===== config.mk =====
export PLATFORM = sky130hd
export DESIGN_NAME = rational_normalizer_flat
export DESIGN_NICKNAME = d
export VERILOG_FILES = /design/src/design/rn_pkg.sv /design/src/design/rn_frac_if.sv /design/src/design/rn_result_if.sv /design/src/design/rational_normalizer.sv /design/src/design/rn_ctrl.sv /design/src/design/rn_datapath.sv /design/src/flat_wrapper.sv
export VERILOG_INCLUDE_DIRS = /design/src /design/src/design
export SDC_FILE = /design/constraint.sdc
export NUM_CORES = 2
export LEC_CHECK = 0
export BUFFER_PORTS_ARGS = -buffer_cell sky130_fd_sc_hd__buf_4
export CAP_MARGIN = 20
export CORE_MARGIN = 4
export CORE_UTILIZATION = 50
export CTS_CLUSTER_SIZE = 30
export DETAILED_ROUTE_END_ITERATION = 10
export GPL_TIMING_DRIVEN = 0
export PLACE_DENSITY = 0.76
export SLEW_MARGIN = 25
export SYNTH_ARGS = -nofsm -noshare
export SYNTH_HDL_FRONTEND = slang
export SYNTH_SLANG_ARGS = --single-unit

===== constraint.sdc =====
create_clock -name clk -period 10.15 [get_ports clk]
set_input_delay 1.5225 -clock clk [delete_from_list [all_inputs] [get_ports clk]]
set_output_delay 1.5225 -clock clk [all_outputs]
set_load 0.1 [all_outputs]

===== src/design/rational_normalizer_assert.svh =====
// rational_normalizer_assert.svh: assertion macros shared by the rational normalizer modules
// expects clk and rst_n in the scope where a macro is used
`ifndef RATIONAL_NORMALIZER_ASSERT_SVH
`define RATIONAL_NORMALIZER_ASSERT_SVH

// same-cycle implication, disabled during reset
`define RN_ASSERT_NOW(label, ante, cons, msg) \
    label: assert property (@(posedge clk) disable iff (!rst_n) (ante) |-> (cons)) \
        else $error(msg);

// next-cycle implication, disabled during reset
`define RN_ASSERT_NEXT(label, ante, cons, msg) \
    label: assert property (@(posedge clk) disable iff (!rst_n) (ante) |=> (cons)) \
        else $error(msg);

`endif


===== src/design/rn_pkg.sv =====
// rn_pkg.sv: widths, command and status types and helpers for the rational normalizer
// no dependencies
package rn_pkg;

    localparam int WORD_W = 64;
    localparam int CNT_W  = $clog2(WORD_W);

    localparam logic [CNT_W-1:0] CNT_LAST = CNT_W'(WORD_W - 1);

    // commands from the controller to the datapath
    typedef struct packed {
        logic load;      // capture a new fraction
        logic gcd_step;  // one binary gcd step, or latch the gcd when done
        logic div_step;  // one restoring division step
        logic div_swap;  // keep the numerator quotient, restart on the denominator
        logic publish;   // load the output register
    } rn_cmd_t;

    // status from the datapath to the controller
    typedef struct packed {
        logic err;       // denominator was zero
        logic gcd_done;
        logic div_last;
    } rn_status_t;

    // unsigned magnitude of a two's complement word
    function automatic logic [WORD_W-1:0] mag_of(input logic [WORD_W-1:0] x);
        mag_of = x[WORD_W-1] ? (~x + WORD_W'(1)) : x;
    endfunction

endpackage


===== src/design/rn_frac_if.sv =====
// rn_frac_if.sv: input channel carrying one signed fraction
// depends on rn_pkg
interface rn_frac_if
    import rn_pkg::*;
();
    logic                     valid;
    logic                     ready;
    logic signed [WORD_W-1:0] numerator;
    logic signed [WORD_W-1:0] denominator;

    modport source (output valid, output numerator, output denominator, input ready);
    modport sink   (input valid, input numerator, input denominator, output ready);
endinterface


===== src/design/rn_result_if.sv =====
// rn_result_if.sv: output channel carrying one reduced fraction
// depends on rn_pkg
interface rn_result_if
    import rn_pkg::*;
();
    logic                     valid;
    logic                     ready;
    logic                     status;
    logic                     is_whole;
    logic signed [WORD_W-1:0] reduced_numerator;
    logic        [WORD_W-1:0] reduced_denominator;

    modport source (output valid, output status, output is_whole,
                    output reduced_numerator, output reduced_denominator, input ready);
    modport sink   (input valid, input status, input is_whole,
                    input reduced_numerator, input reduced_denominator, output ready);
endinterface


===== src/design/rational_normalizer.sv =====
// rational_normalizer.sv: top level, reduces a signed 64-bit fraction to lowest terms
// depends on rn_pkg, rn_frac_if, rn_result_if, rn_ctrl and rn_datapath
//
// frac carries numerator and denominator in two's complement; a transfer happens on a
// rising edge with valid and ready high. reduced carries status, is_whole,
// reduced_numerator and reduced_denominator (unsigned magnitude) under the same rule.
// Each fraction gives exactly one result. A zero denominator sets status and zeroes
// the other fields.
// Sequence: capture, then the binary gcd at one shift or subtract-and-shift step per
// cycle (how many steps depends on the operands), then the two restoring divisions by
// the gcd, numerator first, on the shared divider, then the output register.
// A zero denominator skips the divisions.
// One fraction is in work at a time; frac.ready is high only while idle, and a new
// fraction may enter while the previous result still waits in the output register.
// If reduced.ready stays low, the finished fraction waits until the register frees.
// Reset (rst_n, asynchronous, active low) drops any fraction in work and any pending
// result and returns to idle.
module rational_normalizer
    import rn_pkg::*;
(
    input  logic         clk,
    input  logic         rst_n,
    rn_frac_if.sink      frac,
    rn_result_if.source  reduced
);

    rn_cmd_t    cmd;
    rn_status_t status;

    rn_ctrl u_ctrl (
        .clk       (clk),
        .rst_n     (rst_n),
        .in_valid  (frac.valid),
        .in_ready  (frac.ready),
        .out_valid (reduced.valid),
        .out_ready (reduced.ready),
        .status    (status),
        .cmd       (cmd)
    );

    rn_datapath u_datapath (
        .clk             (clk),
        .rst_n           (rst_n),
        .numerator       (frac.numerator),
        .denominator     (frac.denominator),
        .cmd             (cmd),
        .status          (status),
        .res_status      (reduced.status),
        .res_is_whole    (reduced.is_whole),
        .res_numerator   (reduced.reduced_numerator),
        .res_denominator (reduced.reduced_denominator)
    );

endmodule


===== src/design/rn_ctrl.sv =====
// rn_ctrl.sv: sequencing state machine for the rational normalizer
// depends on rn_pkg and rational_normalizer_assert.svh
`include "rational_normalizer_assert.svh"

module rn_ctrl
    import rn_pkg::*;
(
    input  logic       clk,
    input  logic       rst_n,
    input  logic       in_valid,
    output logic       in_ready,
    output logic       out_valid,
    input  logic       out_ready,
    input  rn_status_t status,
    output rn_cmd_t    cmd
);

    typedef enum logic [4:0] {
        ST_IDLE   = 5'b00001,
        ST_GCD    = 5'b00010,
        ST_DIVN   = 5'b00100,
        ST_DIVD   = 5'b01000,
        ST_FINISH = 5'b10000
    } state_t;

    state_t state_reg, state_next;
    logic   out_valid_reg, out_valid_next;
    logic   slot_free;

    assign in_ready  = (state_reg == ST_IDLE);
    assign out_valid = out_valid_reg;
    assign slot_free = !out_valid_reg || out_ready;

    // next state and commands
    always_comb
    begin
        state_next     = state_reg;
        out_valid_next = out_valid_reg && !out_ready;
        cmd            = '0;
        case (state_reg)
            ST_IDLE:
            begin
                if (in_valid)
                begin
                    cmd.load   = 1'b1;
                    state_next = ST_GCD;
                end
            end
            ST_GCD:
            begin
                cmd.gcd_step = 1'b1;
                if (status.gcd_done)
                begin
                    state_next = status.err ? ST_FINISH : ST_DIVN;
                end
            end
            ST_DIVN:
            begin
                cmd.div_step = 1'b1;
                if (status.div_last)
                begin
                    cmd.div_swap = 1'b1;
                    state_next   = ST_DIVD;
                end
            end
            ST_DIVD:
            begin
                cmd.div_step = 1'b1;
                if (status.div_last)
                begin
                    state_next = ST_FINISH;
                end
            end
            ST_FINISH:
            begin
                if (slot_free)
                begin
                    cmd.publish    = 1'b1;
                    out_valid_next = 1'b1;
                    state_next     = ST_IDLE;
                end
            end
            default:
            begin
                state_next = ST_IDLE;
            end
        endcase
    end

    // state and output valid registers
    always_ff @(posedge clk or negedge rst_n)
    begin
        if (!rst_n)
        begin
            state_reg     <= ST_IDLE;
            out_valid_reg <= 1'b0;
        end
        else
        begin
            state_reg     <= state_next;
            out_valid_reg <= out_valid_next;
        end
    end

    // checks
    `RN_ASSERT_NOW(a_publish_slot, cmd.publish, slot_free, "result published over a pending result")
    `RN_ASSERT_NEXT(a_accept_to_gcd, in_valid && in_ready, state_reg == ST_GCD, "accept did not start gcd")
    `RN_ASSERT_NEXT(a_err_skips_div, (state_reg == ST_GCD) && status.err && status.gcd_done, state_reg == ST_FINISH, "zero denominator entered division")
    `RN_ASSERT_NEXT(a_publish_valid, cmd.publish, out_valid_reg && (state_reg == ST_IDLE), "publish did not raise valid")

endmodule


===== src/design/rn_datapath.sv =====
// rn_datapath.sv: magnitudes, binary gcd, shared restoring divider and output register
// depends on rn_pkg and rational_normalizer_assert.svh
`include "rational_normalizer_assert.svh"

module rn_datapath
    import rn_pkg::*;
(
    input  logic                     clk,
    input  logic                     rst_n,
    input  logic        [WORD_W-1:0] numerator,
    input  logic        [WORD_W-1:0] denominator,
    input  rn_cmd_t                  cmd,
    output rn_status_t               status,
    output logic                     res_status,
    output logic                     res_is_whole,
    output logic signed [WORD_W-1:0] res_numerator,
    output logic        [WORD_W-1:0] res_denominator
);

    logic [WORD_W-1:0] nm_reg, dm_reg;
    logic [WORD_W-1:0] a_reg, b_reg;
    logic [CNT_W-1:0]  k_reg;
    logic [WORD_W-1:0] g_reg;
    logic [WORD_W-1:0] quo_reg, quo_next;
    logic [WORD_W-1:0] rem_reg, rem_next;
    logic [WORD_W-1:0] qn_reg;
    logic [CNT_W-1:0]  cnt_reg;
    logic              neg_reg, err_reg;

    logic              gcd_done;
    logic [WORD_W:0]   rem_shift, rem_diff;
    logic              fits;

    assign gcd_done        = err_reg || (a_reg == '0) || (b_reg == '0);
    assign status.err      = err_reg;
    assign status.gcd_done = gcd_done;
    assign status.div_last = (cnt_reg == CNT_LAST);

    // one restoring division step by the gcd
    always_comb
    begin
        rem_shift = {rem_reg, quo_reg[WORD_W-1]};
        rem_diff  = rem_shift - {1'b0, g_reg};
        fits      = (rem_shift >= {1'b0, g_reg});
        rem_next  = fits ? rem_diff[WORD_W-1:0] : rem_shift[WORD_W-1:0];
        quo_next  = {quo_reg[WORD_W-2:0], fits};
    end

    // capture, gcd iteration and division
    always_ff @(posedge clk)
    begin
        if (cmd.load)
        begin
            nm_reg  <= mag_of(numerator);
            dm_reg  <= mag_of(denominator);
            a_reg   <= mag_of(numerator);
            b_reg   <= mag_of(denominator);
            k_reg   <= '0;
            neg_reg <= numerator[WORD_W-1] ^ denominator[WORD_W-1];
            err_reg <= (denominator == '0);
        end
        else if (cmd.gcd_step)
        begin
            if (gcd_done)
            begin
                // the common power of two goes back onto the odd part
                g_reg   <= (a_reg | b_reg) << k_reg;
                quo_reg <= nm_reg;
                rem_reg <= '0;
                cnt_reg <= '0;
            end
            else if (!a_reg[0] && !b_reg[0])
            begin
                a_reg <= a_reg >> 1;
                b_reg <= b_reg >> 1;
                k_reg <= k_reg + CNT_W'(1);
            end
            else if (!a_reg[0])
            begin
                a_reg <= a_reg >> 1;
            end
            else if (!b_reg[0])
            begin
                b_reg <= b_reg >> 1;
            end
            else if (a_reg >= b_reg)
            begin
                a_reg <= (a_reg - b_reg) >> 1;
            end
            else
            begin
                b_reg <= (b_reg - a_reg) >> 1;
            end
        end
        else if (cmd.div_swap)
        begin
            qn_reg  <= quo_next;
            quo_reg <= dm_reg;
            rem_reg <= '0;
            cnt_reg <= '0;
        end
        else if (cmd.div_step)
        begin
            quo_reg <= quo_next;
            rem_reg <= rem_next;
            cnt_reg <= cnt_reg + CNT_W'(1);
        end
    end

    // output register, quo_reg holds the reduced denominator here
    always_ff @(posedge clk)
    begin
        if (cmd.publish)
        begin
            res_status      <= err_reg;
            res_is_whole    <= !err_reg && (quo_reg == WORD_W'(1));
            res_numerator   <= err_reg ? '0 : (neg_reg ? (~qn_reg + WORD_W'(1)) : qn_reg);
            res_denominator <= err_reg ? '0 : quo_reg;
        end
    end

    // checks
    `RN_ASSERT_NOW(a_rem_below_gcd, cmd.div_step, rem_reg < g_reg, "division remainder not below gcd")
    `RN_ASSERT_NEXT(a_gcd_nonzero, cmd.gcd_step && gcd_done && !err_reg, g_reg != '0, "gcd latched as zero")
    `RN_ASSERT_NEXT(a_err_zeroes, cmd.publish && err_reg, res_status && (res_denominator == '0) && (res_numerator == '0), "error result not cleared")

endmodule


===== src/flat_wrapper.sv =====
// flat-port wrapper written by rule: the top's interface ports become plain ports
module rational_normalizer_flat import rn_pkg::*;
  (clk, rst_n, frac_valid, frac_numerator, frac_denominator, frac_ready, reduced_valid, reduced_status, reduced_is_whole, reduced_reduced_numerator, reduced_reduced_denominator, reduced_ready);
  rn_frac_if frac_i ();
  rn_result_if reduced_i ();
  input  logic clk;
  input  logic rst_n;
  input wire logic [$bits(frac_i.valid)-1:0] frac_valid;
  input wire logic [$bits(frac_i.numerator)-1:0] frac_numerator;
  input wire logic [$bits(frac_i.denominator)-1:0] frac_denominator;
  output wire logic [$bits(frac_i.ready)-1:0] frac_ready;
  output wire logic [$bits(reduced_i.valid)-1:0] reduced_valid;
  output wire logic [$bits(reduced_i.status)-1:0] reduced_status;
  output wire logic [$bits(reduced_i.is_whole)-1:0] reduced_is_whole;
  output wire logic [$bits(reduced_i.reduced_numerator)-1:0] reduced_reduced_numerator;
  output wire logic [$bits(reduced_i.reduced_denominator)-1:0] reduced_reduced_denominator;
  input wire logic [$bits(reduced_i.ready)-1:0] reduced_ready;
  assign frac_i.valid = frac_valid;
  assign frac_i.numerator = frac_numerator;
  assign frac_i.denominator = frac_denominator;
  assign frac_ready = frac_i.ready;
  assign reduced_valid = reduced_i.valid;
  assign reduced_status = reduced_i.status;
  assign reduced_is_whole = reduced_i.is_whole;
  assign reduced_reduced_numerator = reduced_i.reduced_numerator;
  assign reduced_reduced_denominator = reduced_i.reduced_denominator;
  assign reduced_i.ready = reduced_ready;
  rational_normalizer u_core (.clk(clk), .rst_n(rst_n), .frac(frac_i), .reduced(reduced_i));
endmodule

* Word-level counts from Yosys, hierarchy flattened *
Index checks and enable logic that the tools add are counted.

operators by class
  $add $sub $neg = 8
  order comparisons = 2
  equal/unequal tests = 17
  shift operators = 1
  muxes and demuxes = 47
  bitwise operators = 8
  reduce and logical (&&, ||, !) cells = 27

operator list
  cell                     number
  $mux W64                 26
  $add A64 B1 Y64 const B  3
  $logic_not A64 Y1        3
  $not A64 Y64             3
  $sub A64 B64 Y64         3
  $ge A65 B64 Y1           1
  $eq A64 B1 Y1 const B    1
  $ge A64 B64 Y1           1
  $or A64 B64 Y64          1
  $shl A64 B6 Y64          1
  $mux W5                  6
  $pmux W5 S5              1
  $mux W6                  4
  $reduce_and A3 Y1        5
  $add A6 B1 Y6 const B    2
  $mux W1                  10
  $ne A2 B2 Y1 const B     4
  $ne A4 B1 Y1 const B     2
  $reduce_and A4 Y1        2
  $eq A6 B6 Y1 const B     1
  $ne A2 B1 Y1 const B     3
  $reduce_bool A3 Y1       2
  $eq A5 B1 Y1 const B     1
  $eq A5 B2 Y1 const B     1
  13 further kinds         23

storage, ports and cells
  register bits after elaboration = 662
  logic and storage cells = 130

* Longest topological paths before layout *
  depth after elaboration = 8
  depth in mapped cells = 15
  mapped depth without buffers = 13

* Cells and area by module *
From an unflattened synthesis, not the netlist that was laid out.

unflattened totals
  cells, all modules = 4806
  area total of the unflattened synthesis = 46444.5 µm²

by module, submodules not included
  module       instances  cells an instance  area each (µm²)
  rn_datapath  1          4766               46077.9
  rn_ctrl      1          40                 366.6

* Worst setup path before layout *
No wires, ideal clock.

  kind = input-to-reg
  from = input frac_valid
  to = register u_core.u_datapath.cnt_reg[0], enable pin
  arrival = 7919 ps
  data required time = 9521 ps
  slack = 1603 ps
  stages on the path = 5
  cells stage by stage = nand2_1 -> clkbuf_1 -> clkbuf_1 -> nand2_1 -> nor2_1

between the ends
  word-level cells in the longest chain between the ends = 4

ends and longest elaborated chain
  what                                line                source
  start, declared                     flat_wrapper.sv:8   input wire logic [$bits(frac_i.valid)-1:0] frac_valid;
  $mux W1                             rn_ctrl.sv:43       if (in_valid)
  $mux W1                             rn_ctrl.sv:40       case (state_reg)
  $not A1 Y1 (no source line)         --
  $reduce_and A3 Y1 (no source line)  --
  end signal, assigned                rn_datapath.sv:106  cnt_reg <= cnt_reg + CNT_W'(1);
  end, declared                       rn_datapath.sv:27   logic [CNT_W-1:0] cnt_reg;

Every way passes these cells.
A chain may end at the register's enable or synchronous reset.

* Final worst setup path *
  from = register u_core.u_datapath.a_reg[0]
  to = register u_core.u_datapath.b_reg[62], enable pin

between the ends
  word-level cells in the longest chain between the ends = 5
  elaborated cells between the ends (all ways) = 10

ends and longest elaborated chain
  what                                                                    line               source
  start, declared                                                         rn_datapath.sv:21  logic [WORD_W-1:0] a_reg, b_reg;
  start signal, assigned                                                  rn_datapath.sv:56  a_reg <= mag_of(numerator);
  start signal, assigned                                                  rn_datapath.sv:74  a_reg <= a_reg >> 1;
  start signal, assigned                                                  rn_datapath.sv:80  a_reg <= a_reg >> 1;
  parallel branches: the longest is 4 deep, another holds $ge A64 B64 Y1  --
  $reduce_and A4 Y1 (no source line) *                                    --
  end signal, assigned                                                    rn_datapath.sv:57  b_reg <= mag_of(denominator);
  end signal, assigned                                                    rn_datapath.sv:75  b_reg <= b_reg >> 1;
  end signal, assigned                                                    rn_datapath.sv:84  b_reg <= b_reg >> 1;
  end, declared                                                           rn_datapath.sv:21

Every way passes the cells marked *.

==> flow_metrics.env <==
export IMPL_status="completed"
export IMPL_end_kind="flop"
export IMPL_ys_ff_latch=662
export IMPL_clk_path_buf_depth=3
export IMPL_rr_startpoint="u_core.u_datapath.a_reg[0]"
export IMPL_grt_max_degree=55
export IMPL_nFillCells=8003
export IMPL_syn_inst=5046
export IMPL_start_util_pct=50.63
export IMPL_cts_tree="yes"
export IMPL_avgViaCountPerCell=6.503
export IMPL_io_pins=264
export IMPL_cts_resized=0
export IMPL_multiInputGateArea_sq_um=24710
export IMPL_cts_hold_buffers_added=0
export IMPL_drt_wl_total_mm=189.3
export IMPL_post_route_period_util_pct=57.96
export IMPL_max_slew_margin_pct=27.96
export IMPL_crit_path_start_kind="flop"
export IMPL_grt_antenna_before_repair=16
export IMPL_crit_fanout=26
export IMPL_overflow=0
export IMPL_synth_top_area_share_pct=41.87
export IMPL_rsz0062_at_grt="false"
export IMPL_wl_per_cell_um=28.17
export IMPL_die_x_um=313.3
export IMPL_first_global_vias=40521
export IMPL_syn_area_per_cell_sq_um=9.239
export IMPL_worst_ep_required_time_ns=10.49
export IMPL_power_leakage_nw=20.16
export IMPL_rows=111
export IMPL_core_sq_um=92080
export IMPL_synthArstFlopShare_pct=0.9063
export IMPL_netlist_top_cells_area="edfxtp_1, ha_1, nand2_1"
export IMPL_cts_sinks=662
export IMPL_synth_top_cell_by_area="edfxtp_1"
export IMPL_r2r_setup_slack_ns=4.27
export IMPL_hp_class="reg -> reg"
export IMPL_period_minus_slack_ns=5.883
export IMPL_syn_to_final_growth_pct=14.50
export IMPL_hpwl_mm=153.4
export IMPL_synth_edf_count=650
export IMPL_arrival_ns=6.23
export IMPL_ys_types=88
export IMPL_finalHoldViolations=0
export IMPL_finalPower_mw=20.59
export IMPL_ys_flop_type="edfxtp_1"
export IMPL_routabilityCongestion=1.052
export IMPL_final_nets=5802
export IMPL_grt_pass1_wl_mm=272.3
export IMPL_grt_usage_pct=37.24
export IMPL_vias=43703
export IMPL_maxCapViolations=0
export IMPL_cts_setup_buffers=0
export IMPL_tightest_slew_ns=1.053
export IMPL_crit_start="u_core.u_datapath.a_reg[0]"
export IMPL_min_delay_start="u_core.u_datapath.quo_reg[36]"
export IMPL_insertion_delay_ns=0.69
export IMPL_r2r_end="u_core.u_datapath.b_reg[62]"
export IMPL_cts_root_buf="clkbuf_16"
export IMPL_critical_path_class="reg -> reg"
export IMPL_die_h_um=313.3
export IMPL_finClkSkew_ns=0.07040
export IMPL_yosysWarnings=0
export IMPL_setup_ws_ns=4.267
export IMPL_antenna_left=0
export IMPL_syn_nets=5441
export IMPL_ir_drop_mv=0.1649
export IMPL_drc=0
export IMPL_finalMaxSlewViolations=0
export IMPL_port_buffers=262
export IMPL_holdPathStages=0
export IMPL_clock_fmax_ghz=0.1700
export IMPL_drive_above_1_share_pct=10.01
export IMPL_htreeDepth=3
export IMPL_setup_viol=0
export IMPL_yosysSeqAreaShare_pct=42.45
export IMPL_hold_slack_ns=0.5150
export IMPL_register_area_sq_um=19790
export IMPL_p_per_area_nw_per_um2=385.7
export IMPL_drt_initial_drc_count=7325
export IMPL_die_area_sq_um=98190
export IMPL_first_pass_iters=8
export IMPL_rr_worst_depth=14
export IMPL_pre_cts_slack_ns=4.665
export IMPL_syn_area_sq_um=46620
export IMPL_hold_end="u_core.u_datapath.qn_reg[37]"
export IMPL_cts_buffers=74
export IMPL_clk_pin_slew_ns=0.06
==> power breakdown <==
group | switching, mW | internal (mW) | total [mW]
sequential | 0.782 | 4.30 | 5.08
combinational | 8.52 | 4.10 | 12.6
clock | 1.25 | 1.63 | 2.88
==> metal layers <==
| metal | GRT usage (%) | wire length (um) | vias up |
|---|---|---|---|
| met1 | 51.02 | 72950 | 20929 |
| met5 | 0 | 48 | - |
| met4 | 20.61 | 12460 | 8 |
| met2 | 54.59 | 79210 | 3169 |
| li1 | - | - | 19065 |
| met3 | 8.807 | 24630 | 532 |
==> Yosys cell counts (all sizes together), types with 72 or more instances <==
cell type / instances
nand2: 655
edfxtp: 650
nor2: 502
a21oi: 354
o21ai: 320
inv: 303
xnor2: 269
ha: 260
clkbuf: 220
nor4: 123
nor2b: 114
xor2: 94
nand3: 92
o31ai: 91
a22oi: 72
==> how the worst max path moves through the flow <==
stage,to,cells past startpoint
after CTS,u_core.u_datapath.b_reg[62],14
after floorplan,u_core.u_datapath.cnt_reg[0],5
after detailed placement,u_core.u_datapath.b_reg[61],14
after global routing,u_core.u_datapath.b_reg[62],14
final,u_core.u_datapath.b_reg[62],14
after global placement,u_core.u_datapath.quo_reg[4],7
==> per-stage QoR <==
| stage | util (%) | TNS (ns) | instance area, sq um | cells |
|---|---|---|---|---|
| 2_1_floorplan | - | 0 | 46620 | 5046 |
| 3_3_place_gp | 54.45 | -441.38 | 50140 | 6551 |
| 3_5_place_dp | 55.14 | 0 | 50780 | 6574 |
| 4_1_cts | 57.94 | 0 | 53350 | 6709 |
| 5_1_grt | 57.95 | 0 | 53360 | 6711 |
| 6_report | 57.97 | 0 | 53380 | 6720 |
==> final cells by class <==
class	instances	share of cell area, %
clock buffer	78	3.497
sequential	662	37.07
antenna	11	0.05157
clock inverter	57	1.329
inverter	307	2.159
tap	1243	2.914
timing repair buffer	285	4.730
multi-input combinational	3807	46.29
buffer	270	1.955
==> cells in the final DEF (no fill, tap or decap), drive strengths merged, types with 38 or more instances in the layout <==
cell type and count:
nand2 655, edfxtp 650, nor2 502, a21oi 354, buf 335, o21ai 320, inv 310, clkbuf 298
xnor2 269, ha 260, nor4 123, nor2b 114, xor2 94, nand3 92, o31ai 91, a22oi 72
a221oi 59, mux2i 59, a31oi 57, a211oi 56, nor3 52, o21bai 50, mux4 49, nand4 46
a21o 43, nand2b 40, clkinv 38
==> worst max-delay path, stage by stage (launching register included) <==
cell,delay (ns)
edfxtp_1,0.55
inv_1,0.18
ha_1,0.27
fa_1,0.29
o21bai_1,0.11
a21oi_1,0.43
o21ai_0,0.23
nand4_1,0.26
nand3_1,0.23
a211oi_1,0.67
o211ai_2,0.33
nand2_1,0.33
clkbuf_1,0.76
o31a_2,0.62
buf_12,0.27
==> logic make-up (layout without fill, tap and decap cells) <==
kind of cell,count (synthesis),after routing,synth area share (%)
and+or+nand+nor,1775,1775,17.50
AOI/OAI and AO/OA,1285,1285,17.47
DFF,662,662,42.45
buffers and inverters,577,997,4.700
xor gates and xnor gates,363,363,6.820
adders and majority gates,263,263,7.107
muxes,121,121,3.948
other,0,11,0
No activity file was read; power rests on OpenSTA's default activity.
